[src/ric_pkg.sv]
// Shared types and constants for the reference-counted inode slot cache.
// No dependencies; imported by ric_ctrl, ric_dpath and the top level.
package ric_pkg;

  localparam int unsigned RefsW   = 16;
  localparam int unsigned DevW    = 8;
  localparam int unsigned InodeW  = 16;
  localparam int unsigned LinksW  = 16;
  localparam int unsigned SlotW   = 6;
  localparam int unsigned TagW    = DevW + InodeW;
  localparam logic [RefsW-1:0] RefsMax = {RefsW{1'b1}};

  typedef enum logic [1:0] {
    REQ_GET  = 2'd0,
    REQ_DUP  = 2'd1,
    REQ_FILL = 2'd2,
    REQ_PUT  = 2'd3
  } req_type_e;

  typedef enum logic [1:0] {
    STAT_OK    = 2'd0,
    STAT_FULL  = 2'd1,
    STAT_NOREF = 2'd2,
    STAT_SAT   = 2'd3
  } status_e;

  typedef enum logic [2:0] {
    S_IDLE,
    S_CHK,
    S_OP,
    S_SCAN,
    S_HIT_RD,
    S_HIT_WR,
    S_CLAIM
  } state_e;

  // Final update performed by the datapath; each one but ACT_NONE also issues a response.
  typedef enum logic [2:0] {
    ACT_NONE,
    ACT_NOREF,
    ACT_SLOT,
    ACT_HIT,
    ACT_CLAIM
  } act_e;

  typedef struct packed {
    req_type_e          req_type;
    logic [DevW-1:0]    device_id;
    logic [InodeW-1:0]  inode_number;
    logic [SlotW-1:0]   slot_index;
    logic [LinksW-1:0]  link_count;
  } req_t;

  typedef struct packed {
    status_e            status;
    logic [SlotW-1:0]   slot_out;
    logic               hit;
    logic               was_valid;
    logic               free_on_disk;
  } rsp_t;

  typedef struct packed {
    logic load;       // latch request, restart scan
    logic step;       // advance tag sweep
    logic set_hit;    // target <= matching slot
    logic set_empty;  // target <= lowest free slot
    logic rd;         // read refs/links at target
    act_e act;
  } cmd_t;

  typedef struct packed {
    logic in_get;     // incoming request is a get
    logic addr_ok;    // latched slot index in range and referenced
    logic match;      // compare stage hit a live slot
    logic exhausted;  // every slot compared, no match
  } sts_t;

endpackage

[src/ric_ram.sv]
// Generic simple dual-port RAM: one write port, one registered read port.
// No dependencies; contents undefined until written.
module ric_ram #(
  parameter int unsigned Width = 8,
  parameter int unsigned Depth = 64
) (
  input  logic                                    clk_i,
  input  logic                                    we_i,
  input  logic [(Depth > 1 ? $clog2(Depth) : 1)-1:0] waddr_i,
  input  logic [Width-1:0]                        wdata_i,
  input  logic                                    re_i,
  input  logic [(Depth > 1 ? $clog2(Depth) : 1)-1:0] raddr_i,
  output logic [Width-1:0]                        rdata_o
);

  logic [Width-1:0] mem_q [Depth];
  logic [Width-1:0] rdata_q;

  always_ff @(posedge clk_i) begin
    if (we_i) begin
      mem_q[waddr_i] <= wdata_i;
    end
    if (re_i) begin
      rdata_q <= mem_q[raddr_i];
    end
  end

  assign rdata_o = rdata_q;

endmodule

[src/ric_ctrl.sv]
// Controller FSM: sequences scan, read and update steps for each request.
// Depends on ric_pkg (state, command and status types).
module ric_ctrl (
  input  logic          clk_i,
  input  logic          rst_ni,
  input  logic          start_i,
  input  ric_pkg::sts_t sts_i,
  output ric_pkg::cmd_t cmd_o,
  output logic          busy_o
);
  import ric_pkg::*;

  state_e state_q, state_d;

  always_ff @(posedge clk_i or negedge rst_ni) begin
    if (!rst_ni) begin
      state_q <= S_IDLE;
    end else begin
      state_q <= state_d;
    end
  end

  always_comb begin
    state_d = state_q;
    cmd_o   = '{default: '0, act: ACT_NONE};
    case (state_q)
      S_IDLE: begin
        if (start_i) begin
          cmd_o.load = 1'b1;
          state_d    = sts_i.in_get ? S_SCAN : S_CHK;
        end
      end
      S_CHK: begin
        if (sts_i.addr_ok) begin
          cmd_o.rd = 1'b1;
          state_d  = S_OP;
        end else begin
          cmd_o.act = ACT_NOREF;
          state_d   = S_IDLE;
        end
      end
      S_OP: begin
        cmd_o.act = ACT_SLOT;
        state_d   = S_IDLE;
      end
      S_SCAN: begin
        if (sts_i.match) begin
          cmd_o.set_hit = 1'b1;
          state_d       = S_HIT_RD;
        end else if (sts_i.exhausted) begin
          cmd_o.set_empty = 1'b1;
          state_d         = S_CLAIM;
        end else begin
          cmd_o.step = 1'b1;
        end
      end
      S_HIT_RD: begin
        cmd_o.rd = 1'b1;
        state_d  = S_HIT_WR;
      end
      S_HIT_WR: begin
        cmd_o.act = ACT_HIT;
        state_d   = S_IDLE;
      end
      S_CLAIM: begin
        cmd_o.act = ACT_CLAIM;
        state_d   = S_IDLE;
      end
      default: begin
        state_d = S_IDLE;
      end
    endcase
  end

  assign busy_o = (state_q != S_IDLE);

endmodule

[src/ric_dpath.sv]
// Datapath: slot tables (tag, refs, links RAMs plus live/valid flops),
// tag sweep, response register. Depends on ric_pkg and ric_ram.
module ric_dpath #(
  parameter int unsigned SLOTS = 64
) (
  input  logic          clk_i,
  input  logic          rst_ni,
  input  ric_pkg::req_t req_i,
  input  ric_pkg::cmd_t cmd_i,
  output ric_pkg::sts_t sts_o,
  output logic          done_o,
  output ric_pkg::rsp_t rsp_o
);
  import ric_pkg::*;

  localparam int unsigned IdxW = (SLOTS > 1) ? $clog2(SLOTS) : 1;
  localparam int unsigned CntW = $clog2(SLOTS + 1);
  localparam int unsigned AW   = (CntW > SlotW) ? CntW : SlotW;

  req_t            req_q;
  logic [CntW-1:0] scan_q, scan_d;
  logic            cmp_vld_q, cmp_vld_d;
  logic [IdxW-1:0] cmp_idx_q, cmp_idx_d;
  logic            empty_found_q, empty_found_d;
  logic [IdxW-1:0] empty_idx_q, empty_idx_d;
  logic [IdxW-1:0] tgt_q, tgt_d;
  logic [SLOTS-1:0] live_q, live_d;
  logic [SLOTS-1:0] valid_q, valid_d;
  rsp_t            rsp_q, rsp_d;
  logic            done_q, done_d;

  logic [AW-1:0]   in_idx_ext, req_idx_ext, tgt_ext;
  logic            req_in_range;

  logic            tag_we, tag_re;
  logic [TagW-1:0] tag_rdata;
  logic            refs_we;
  logic [RefsW-1:0] refs_wdata, refs_rdata;
  logic            links_we;
  logic [LinksW-1:0] links_rdata;

  assign in_idx_ext   = AW'(req_i.slot_index);
  assign req_idx_ext  = AW'(req_q.slot_index);
  assign tgt_ext      = AW'(tgt_q);
  assign req_in_range = (req_idx_ext < AW'(SLOTS));

  assign tag_re = cmd_i.step && (scan_q < CntW'(SLOTS));

  // status to controller
  assign sts_o.in_get    = (req_i.req_type == REQ_GET);
  assign sts_o.addr_ok   = req_in_range && live_q[req_idx_ext[IdxW-1:0]];
  assign sts_o.match     = cmp_vld_q && live_q[cmp_idx_q] &&
                           (tag_rdata == {req_q.device_id, req_q.inode_number});
  assign sts_o.exhausted = !cmp_vld_q && (scan_q == CntW'(SLOTS));

  always_comb begin
    scan_d        = scan_q;
    cmp_vld_d     = 1'b0;
    cmp_idx_d     = cmp_idx_q;
    empty_found_d = empty_found_q;
    empty_idx_d   = empty_idx_q;
    tgt_d         = tgt_q;
    live_d        = live_q;
    valid_d       = valid_q;
    rsp_d         = rsp_q;
    done_d        = 1'b0;
    tag_we        = 1'b0;
    refs_we       = 1'b0;
    refs_wdata    = refs_rdata;
    links_we      = 1'b0;

    // lowest free slot, tracked at the compare stage of the sweep
    if (cmp_vld_q && !live_q[cmp_idx_q] && !empty_found_q) begin
      empty_found_d = 1'b1;
      empty_idx_d   = cmp_idx_q;
    end

    if (cmd_i.load) begin
      scan_d        = '0;
      empty_found_d = 1'b0;
      tgt_d         = in_idx_ext[IdxW-1:0];
    end
    if (tag_re) begin
      cmp_vld_d = 1'b1;
      cmp_idx_d = scan_q[IdxW-1:0];
      scan_d    = scan_q + CntW'(1);
    end
    if (cmd_i.set_hit) begin
      tgt_d = cmp_idx_q;
    end
    if (cmd_i.set_empty) begin
      tgt_d = empty_idx_q;
    end

    case (cmd_i.act)
      ACT_NOREF: begin
        done_d             = 1'b1;
        rsp_d.status       = STAT_NOREF;
        rsp_d.slot_out     = req_q.slot_index;
        rsp_d.hit          = 1'b0;
        rsp_d.was_valid    = req_in_range && valid_q[req_idx_ext[IdxW-1:0]];
        rsp_d.free_on_disk = 1'b0;
      end
      ACT_HIT: begin
        done_d             = 1'b1;
        rsp_d.slot_out     = tgt_ext[SlotW-1:0];
        rsp_d.hit          = 1'b1;
        rsp_d.was_valid    = valid_q[tgt_q];
        rsp_d.free_on_disk = 1'b0;
        if (refs_rdata == RefsMax) begin
          rsp_d.status = STAT_SAT;
        end else begin
          rsp_d.status = STAT_OK;
          refs_we      = 1'b1;
          refs_wdata   = refs_rdata + RefsW'(1);
        end
      end
      ACT_CLAIM: begin
        done_d             = 1'b1;
        rsp_d.hit          = 1'b0;
        rsp_d.free_on_disk = 1'b0;
        if (empty_found_q) begin
          rsp_d.status    = STAT_OK;
          rsp_d.slot_out  = tgt_ext[SlotW-1:0];
          rsp_d.was_valid = valid_q[tgt_q];
          tag_we          = 1'b1;
          refs_we         = 1'b1;
          refs_wdata      = RefsW'(1);
          live_d[tgt_q]   = 1'b1;
          valid_d[tgt_q]  = 1'b0;
        end else begin
          rsp_d.status    = STAT_FULL;
          rsp_d.slot_out  = '0;
          rsp_d.was_valid = 1'b0;
        end
      end
      ACT_SLOT: begin
        done_d             = 1'b1;
        rsp_d.status       = STAT_OK;
        rsp_d.slot_out     = req_q.slot_index;
        rsp_d.hit          = 1'b0;
        rsp_d.was_valid    = valid_q[tgt_q];
        rsp_d.free_on_disk = 1'b0;
        case (req_q.req_type)
          REQ_DUP: begin
            if (refs_rdata == RefsMax) begin
              rsp_d.status = STAT_SAT;
            end else begin
              refs_we    = 1'b1;
              refs_wdata = refs_rdata + RefsW'(1);
            end
          end
          REQ_FILL: begin
            valid_d[tgt_q] = 1'b1;
            links_we       = 1'b1;
          end
          REQ_PUT: begin
            refs_we    = 1'b1;
            refs_wdata = refs_rdata - RefsW'(1);
            if (refs_rdata == RefsW'(1)) begin
              live_d[tgt_q] = 1'b0;
              // last reference of a loaded, unlinked inode
              if (valid_q[tgt_q] && (links_rdata == '0)) begin
                valid_d[tgt_q]     = 1'b0;
                rsp_d.free_on_disk = 1'b1;
              end
            end
          end
          default: begin
          end
        endcase
      end
      default: begin
      end
    endcase
  end

  always_ff @(posedge clk_i or negedge rst_ni) begin
    if (!rst_ni) begin
      scan_q        <= '0;
      cmp_vld_q     <= 1'b0;
      empty_found_q <= 1'b0;
      live_q        <= '0;
      valid_q       <= '0;
      done_q        <= 1'b0;
    end else begin
      scan_q        <= scan_d;
      cmp_vld_q     <= cmp_vld_d;
      empty_found_q <= empty_found_d;
      live_q        <= live_d;
      valid_q       <= valid_d;
      done_q        <= done_d;
    end
  end

  always_ff @(posedge clk_i) begin
    if (cmd_i.load) begin
      req_q <= req_i;
    end
    cmp_idx_q   <= cmp_idx_d;
    empty_idx_q <= empty_idx_d;
    tgt_q       <= tgt_d;
    rsp_q       <= rsp_d;
  end

  ric_ram #(.Width(TagW), .Depth(SLOTS)) u_tag_ram (
    .clk_i   (clk_i),
    .we_i    (tag_we),
    .waddr_i (tgt_q),
    .wdata_i ({req_q.device_id, req_q.inode_number}),
    .re_i    (tag_re),
    .raddr_i (scan_q[IdxW-1:0]),
    .rdata_o (tag_rdata)
  );

  ric_ram #(.Width(RefsW), .Depth(SLOTS)) u_refs_ram (
    .clk_i   (clk_i),
    .we_i    (refs_we),
    .waddr_i (tgt_q),
    .wdata_i (refs_wdata),
    .re_i    (cmd_i.rd),
    .raddr_i (tgt_q),
    .rdata_o (refs_rdata)
  );

  ric_ram #(.Width(LinksW), .Depth(SLOTS)) u_links_ram (
    .clk_i   (clk_i),
    .we_i    (links_we),
    .waddr_i (tgt_q),
    .wdata_i (req_q.link_count),
    .re_i    (cmd_i.rd),
    .raddr_i (tgt_q),
    .rdata_o (links_rdata)
  );

  assign done_o = done_q;
  assign rsp_o  = rsp_q;

endmodule

[src/refcounted_inode_slot_cache.sv]
// Top level of the reference-counted inode slot cache.
// Depends on ric_pkg, ric_ctrl, ric_dpath (which uses ric_ram).
//
// A request is taken on a rising edge with start_i high and busy_o low.
// Each request yields exactly one response: rsp_o is valid for the single
// cycle in which done_o is high and must be captured then, since the
// receiver cannot stall the block. busy_o stays high from the edge of
// acceptance until the response has been registered; a new request may be
// issued in the same cycle done_o is shown.
//
// Steps per request:
//   dup / fill / put : accept, refs/links RAM read, update;
//                      only accept and check when the slot is
//                      unreferenced or out of range.
//   get              : accept, then tag sweep until a match, a miss or a
//                      full table, then update.
// A get's duration is set by the tag sweep: device/inode tags sit in a
// single-read-port RAM, so one slot is compared per cycle, lowest first,
// and the lowest free slot is recorded on the way. A hit stops the sweep
// early. The reference count sits in its own RAM and is updated by a
// read-modify-write after a sweep that hits, or set to one on a claim.
//
// Per-slot "live" (refs > 0) and "valid" marks are flip-flops cleared by
// reset, so no clearing pass is needed; tag and link contents are only
// ever used for slots that have been written.
//
// Status codes: ok, no free slot (get on a full table), no reference
// (dup/fill/put on an unreferenced or out-of-range slot), saturated count.
module refcounted_inode_slot_cache #(
  parameter int unsigned SLOTS = 64
) (
  input  logic          clk_i,
  input  logic          rst_ni,
  input  logic          start_i,
  input  ric_pkg::req_t req_i,
  output logic          busy_o,
  output logic          done_o,
  output ric_pkg::rsp_t rsp_o
);
  import ric_pkg::*;

  cmd_t cmd;
  sts_t sts;

  ric_ctrl u_ctrl (
    .clk_i   (clk_i),
    .rst_ni  (rst_ni),
    .start_i (start_i),
    .sts_i   (sts),
    .cmd_o   (cmd),
    .busy_o  (busy_o)
  );

  ric_dpath #(.SLOTS(SLOTS)) u_dpath (
    .clk_i  (clk_i),
    .rst_ni (rst_ni),
    .req_i  (req_i),
    .cmd_i  (cmd),
    .sts_o  (sts),
    .done_o (done_o),
    .rsp_o  (rsp_o)
  );

endmodule

[config.mk]
export PLATFORM = sky130hd
export DESIGN_NAME = refcounted_inode_slot_cache
export DESIGN_NICKNAME = d
export VERILOG_FILES = /design/src/ric_pkg.sv /design/src/ric_ram.sv /design/src/ric_ctrl.sv /design/src/ric_dpath.sv /design/src/refcounted_inode_slot_cache.sv
export SDC_FILE = /design/constraint.sdc
export NUM_CORES = 2
export LEC_CHECK = 0
export BUFFER_PORTS_ARGS = -buffer_cell sky130_fd_sc_hd__buf_2
export CORE_MARGIN = 2
export CORE_UTILIZATION = 60
export CTS_BUF_LIST = sky130_fd_sc_hd__clkbuf_8
export DETAILED_ROUTE_END_ITERATION = 8
export PLACE_DENSITY = 0.76
export SYNTH_ARGS = -nofsm -noshare
export SYNTH_HDL_FRONTEND = slang
export SYNTH_SLANG_ARGS = --single-unit
[constraint.sdc]
create_clock -name clk_i -period 8.5 [get_ports clk_i]
set_clock_uncertainty 0.05 [all_clocks]
set_input_delay 0 -clock clk_i [delete_from_list [all_inputs] [get_ports clk_i]]
set_output_delay 0 -clock clk_i [all_outputs]
set_load 0.05 [all_outputs]
# After elaboration in Yosys (flattened, before gate mapping)
# Memory sizes are Yosys's and may differ from the RTL's. A register that Yosys moved wholly into a read port is not among the register bits.
# Cells that the tools add are included.
[op_classes] addsub=3 n_lt_le_gt_ge=6 eq_ne=25 n_mux=71 n_bitwise=5 reduce_logical=26
[ops] operator="two-way mux 64 bit" count=6
[ops] operator="one-hot mux 64 bit (2 select lines)" count=3
[ops] operator="AND 64 bit" count=2
[ops] operator="bitwise OR 64 bit" count=2
[ops] operator="NOT 64 bit" count=1
[ops] operator="one-hot mux 16 bit (3 select lines)" count=1
[ops] operator="one-hot mux 11 bit (4 select lines)" count=1
[ops] operator="two-way mux 1 bit" count=33
[ops] operator="two-way mux 16 bit" count=2
[ops] operator="one-hot mux 16 bit (2 select lines)" count=1
[ops] operator="less-than comparator 6 x 7 -> 1 bit (second input constant)" count=4
[ops] operator="binary-select mux 1 bit (select 6 bit)" count=4
[ops] operator="== test 24 bit" count=1
[ops] operator="one-hot mux 3 bit (4 select lines)" count=2
[ops] operator="two-way mux 7 bit" count=3
[ops] operator="two-way mux 6 bit" count=3
[ops] operator="adder 16 x 1 -> 16 bit (second input constant)" count=1
[ops] operator="== test 16 x 1 -> 1 bit (second input constant)" count=1
[ops] operator="== test 16 bit (second input constant)" count=1
[ops] operator="zero test 16 bit" count=1
[ops] operator="subtractor 16 x 1 -> 16 bit (second input constant)" count=1
[ops] operator="== test 3 x 2 -> 1 bit (second input constant)" count=4
[ops] operator="== test 3 bit (second input constant)" count=4
[ops] operator="two-way mux 3 bit" count=4
[ops] operator="26 further kinds" count=50
[word_totals] reg_bits=218 ramBits=3584 output_inout_bits=13 mem_count=3
[memory_table] memory="u_dpath.u_tag_ram.mem_q" words=64 word_bits=24 read_ports=1 rd_clocked_by_memory_dff=1 write_ports=1 line="ric_ram.sv:16" source="logic [Width-1:0] mem_q [Depth];"
[memory_table] memory="u_dpath.u_links_ram.mem_q" words=64 word_bits=16 read_ports=1 rd_clocked_by_memory_dff=1 write_ports=1 line="ric_ram.sv:16"
[memory_table] memory="u_dpath.u_refs_ram.mem_q" words=64 word_bits=16 read_ports=1 rd_clocked_by_memory_dff=1 write_ports=1 line="ric_ram.sv:16"

# Depth between registers and ports, before layout
[depth] ltp_word=10 mapped_depth=13

# Modules after synthesis
# A second synthesis with hierarchy kept.
[hier_totals] hier_cells=7442 hier_area_um2=152942.9
[modules_own_cells] module="ric_ram at u_dpath.u_links_ram ..." instances=2 cells_each=1829 area_per_inst_um2=40202.3 seq_area_each_um2=31230.0
[modules_own_cells] module="ric_ram at u_dpath.u_tag_ram" instances=1 cells_each=2610 area_per_inst_um2=59535.8 seq_area_each_um2=46844.9
[modules_own_cells] module="ric_dpath" instances=1 cells_each=1146 area_per_inst_um2=12777.3 seq_area_each_um2=5765.5
[modules_own_cells] module="ric_ctrl" instances=1 cells_each=28 area_per_inst_um2=225.2 seq_area_each_um2=75.1

# Worst setup path before layout
# Ideal clock, no wire load.
[synth_path] path_type="register -> register" start="register u_dpath.req_q, in the netlist u_dpath.req_idx_ext[1]" end="memory u_dpath.u_refs_ram.mem_q[0][11] (netlist name), data pin" arrival_time_ns=6.583 required_time_ns=7.442 slack_ns=0.858 stages_incl_launch_ff=12 path_buffers=3 period_less_slack_ns=7.642 cell_sequence="edfxtp_1 buf_2 buf_2 mux4_2 mux2i_1 a22o_1 o221a_2 buf_2 a21o_1 nand3_1 o32a_1 o311ai_0"
[synth_via] elab_chain_cells=7 elab_cells_between_ends=10 classes_between="1 x order compare; 3 x eq/ne; 5 x mux; 1 x reduce/logical"
[synth_lines] element="from (decl)" line="ric_dpath.sv:20" source="req_t req_q;"
[synth_lines] element="from (signal assigned)" line="ric_dpath.sv:198" source="req_q <= req_i;"
[synth_lines] element="binary-select mux 1 bit (select 6 bit)" line="ric_dpath.sv:51" source="assign sts_o.addr_ok = req_in_range && live_q[req_idx_ext[IdxW-1:0]];"
[synth_lines] element="two-way mux 1 bit (not written as such)" line="ric_dpath.sv:51"
[synth_lines] element="logical AND 1 bit (*)" line="ric_dpath.sv:51"
[synth_lines] element="two-way mux 1 bit (*)" line="ric_ctrl.sv:34" source="if (sts_i.addr_ok) begin"
[synth_lines] element="one-hot mux 3 bit (4 select lines) (*)" line="ric_ctrl.sv:26" source="case (state_q)"
[synth_lines] element="== test 3 x 2 -> 1 bit / == test 3 bit (equally long branches)" line="ric_dpath.sv:95" source="case (cmd_i.act)"
[synth_lines] element="one-hot mux 16 bit (3 select lines) (*)" line="ric_dpath.sv:95"
[synth_lines] element="via u_dpath.refs_wdata[11]" line="ric_dpath.sv:38" source="logic [RefsW-1:0] refs_wdata, refs_rdata;"
[synth_lines] element="to (decl)" line="ric_ram.sv:16"
# The timed path passes the listed nets; every way through them passes the cells marked *. The select of a mux whose other input is x is not followed.

# Worst setup path after layout
[layout_path] start="register u_dpath.req_q, in the netlist u_dpath.req_idx_ext[0]" end="memory u_dpath.u_refs_ram.mem_q[40][11] (netlist name), data pin"
# The elaborated chain is that of the path after synthesis.

==> impl_metrics.ini <==
[run_status]
status = completed

[pwr]
ir_worst_vdd_mv = 0.216
power.leakage_uw = 0.0518
power_density_nw_per_um2 = 278

[global_route]
antenna_found_initial = 16
track_usage = 0.326
grt_max_degree = 141
grt_pass1_wl_mm = 573
grt_pass1_vias = 79400
overflow = 0

[yosys]
yosys-top-cells-count = 3717 x edfxtp_1, 628 x a22oi_1, 560 x mux4_2, 349 x clkbuf_1, 306 x nor2_1
ys_seq_elements = 3858
syn_inst = 7310
yosysUniqueCellTypes = 75
synth_area_leaders = edfxtp_1 77%, mux4_2 8.6%, a22oi_1 3.2%, dfrtp_1 2.4%, a22o_1 1.2%
yosys_warnings = 0
synth_edf_count = 3717
syn_area_per_cell_um2 = 20.0
synth_area_um2 = 146000
ys_async_sr_fraction = 0.0365
synth_seq_area_share = 0.789
post-synth-top-count-cell = edfxtp_1
synth_top_area_share = 0.765
syn-num-nets = 7371
synth_ff_type = edfxtp_1
synth.largest_area_cell = edfxtp_1

[timing]
finalCriticalPeriod_ns = 5.53
timing.hold.ws_ns = 0.0767
tightest_slew_ns = 1.36
fmax_mhz = 181
grt_setup_unrepaired = no
tns_ns = 0
max-slew-margin-rel = 0.0954
finalSetupViolations = 0
hold_viol = 0
slew_viol_final = 0
finalCritPeriodShare = 0.651

[placed_design]
portBuffers = 63
finalWeightedCongestion = 0.969
place.detailed.hpwl_mm = 227
place_inst = 10300

[hold_path]
hp-class = input port to flop

[clock_network]
clock_latency_ns = 1.14
cts_made_buffers = 595
cts_max_level = 6
clock-sinks = 3858
post_cts.repair.setup_buffers = 0
clock-root-buffer = clkbuf_8
cts-resized-gates = 0
clk_path_buf_depth = 4
clk_pin_slew_ns = 0.06
cts_tree = yes

[routing]
drt_iter0_markers = 13300
wl_per_cell_um = 35.4
num_vias = 81100
drc = 0
via_per_inst = 7.06
ant_nets = 0
routed_wl_mm = 407
first_pass_iters = 6

[die]
chipWidth_um = 497
fp.dieH_um = 497
coreArea_um2 = 243000
io_pins = 64
rows = 181
floorplan.die_area_um2 = 247000
start_util = 0.601

[cells_and_area]
final_nets = 7913
fin_cells = 11500
final.fill_count = 14700
drive_gt1_frac = 0.215
area_growth_pct = 11.6

[worst_setup_path]
crit_arrival_ns = 6.31
required_ns = 9.28
critical_path_class = flop to flop
endpoint_kind = flop
start_kind = flop
critPathMaxFanout = 52

[flow_run]
cap_viol_max_count = 0
==> per-layer routing <==
layer,routed length [µm],part of all wire,vias to the layer above,GRT usage
li1,-,-,32100,-
met1,139000,0.34,41400,0.433
met2,190000,0.47,6504,0.499
met3,51900,0.13,1080,0.0858
met4,25300,0.062,14,0.179
met5,157,0.00039,-,0.00328
==> per-stage QoR <==
stage                      util  setup slack [ns]  area, µm²  power, µW
after CTS                 0.671              3.09     163000      45300
after detailed placement  0.624              3.16     151000      31600
after global placement    0.624              3.28     151000      31400
after global routing      0.671              2.68     163000      46500
final                     0.671              2.97     163000      45300
after floorplan               -             0.858     146000      28300
==> final cells by class <==
class | instances | area (µm²) | share of cell area
repair buffers | 419 | 3460 | 0.0212
well taps | 3202 | 4010 | 0.0246
clock buffers | 618 | 8510 | 0.0522
inverters | 25 | 95.1 | 0.000584
flip-flops and latches | 3858 | 115000 | 0.707
multi-input cells | 2953 | 29600 | 0.182
diodes | 13 | 32.5 | 0.000200
clock inverters | 406 | 1940 | 0.0119
==> worst paths after layout <==
check	from	end	slack, ns	cells after the start
worst max-delay path	u_dpath.req_idx_ext[0]	u_dpath.u_refs_ram.mem_q[40][11]	2.97	10
worst min-delay path	req_i[37]	u_dpath.req_q[37]	0.08	3
worst max register to register	u_dpath.req_idx_ext[0]	u_dpath.u_refs_ram.mem_q[40][11]	2.97	10
worst min register to register	flop	flop	0.46	1
max in group asynchronous	rst_ni	asynchronous set/reset pin	6.88	5
min in group asynchronous	rst_ni	u_dpath.done_o	0.61	5
==> placed cells by master (no fill, tap or decap), types with 7 or more instances in the layout <==
master / count
nor2_4: 67
a22o_1: 208
clkinv_1: 127
buf_2: 62
bufinv_16: 8
nor4_1: 28
nand3_1: 86
a21o_1: 72
buf_12: 14
nor2_1: 153
inv_1: 213
clkinv_2: 55
a21oi_1: 128
diode_2: 13
nor3_1: 15
a22oi_1: 627
dlygate4sd3_1: 107
nand2b_1: 8
clkbuf_8: 618
mux4_1: 7
clkinvlp_4: 13
mux4_2: 560
xnor2_1: 20
nand4_1: 79
nor2_2: 86
ha_1: 10
and3_1: 9
dfrtp_1: 136
buf_4: 234
inv_6: 8
a31oi_1: 229
edfxtp_1: 3717
o21ai_0: 28
mux2i_1: 35
a221oi_1: 201
and2_1: 14
or3_1: 13
nand2_1: 115
o21bai_1: 54
==> kinds of logic after synthesis <==
| family | synth area share |
|---|---|
| AO/OA/AOI/OAI | 0.0817 |
| adder cells (fa/ha/maj) | 0.000858 |
| XOR/XNOR | 0.00150 |
| multiplexers | 0.0904 |
| flip-flops | 0.789 |
| buffers and inverters | 0.0134 |
| AND/OR/NAND/NOR | 0.0227 |
==> report_power, final <==
| group | internal (µW) | switching (µW) |
|---|---|---|
| Sequential | 22700 | 365 |
| Combinational | 2610 | 5720 |
| Clock | 6970 | 6980 |
==> registers in the layout, summed over array words and instances (netlist names), 7 cells and up, named ones only <==
register                     count
u_dpath.u_links_ram.mem_q     1024
u_dpath.u_refs_ram.rdata_o      16
u_dpath.u_tag_ram.rdata_o       24
u_dpath.u_tag_ram.mem_q       1536
u_dpath.req_q                   42
u_dpath.u_links_ram.rdata_o     16
u_dpath.scan_q                   7
u_dpath.rsp_o                   11
u_dpath.u_refs_ram.mem_q      1024
==> worst max-delay path: stages, from the launching register on <==
cell and delay (ns):
edfxtp_1 0.67, buf_4 0.54, mux4_2 0.58, mux2i_1 0.18, a22o_1 0.20, o221a_2 0.42, a21o_1 0.56, nand3_1 0.32
o32a_1 0.26, o311ai_2 0.76, buf_4 0.60
==> timing repair <==
action | 4_1_cts | 5_1_grt
hold buffers | 108 | 0
endpoints found under the hold margin | 217 | 0
endpoints found under the setup margin | 0 | 0
No activity file was read; power rests on OpenSTA's default activity.
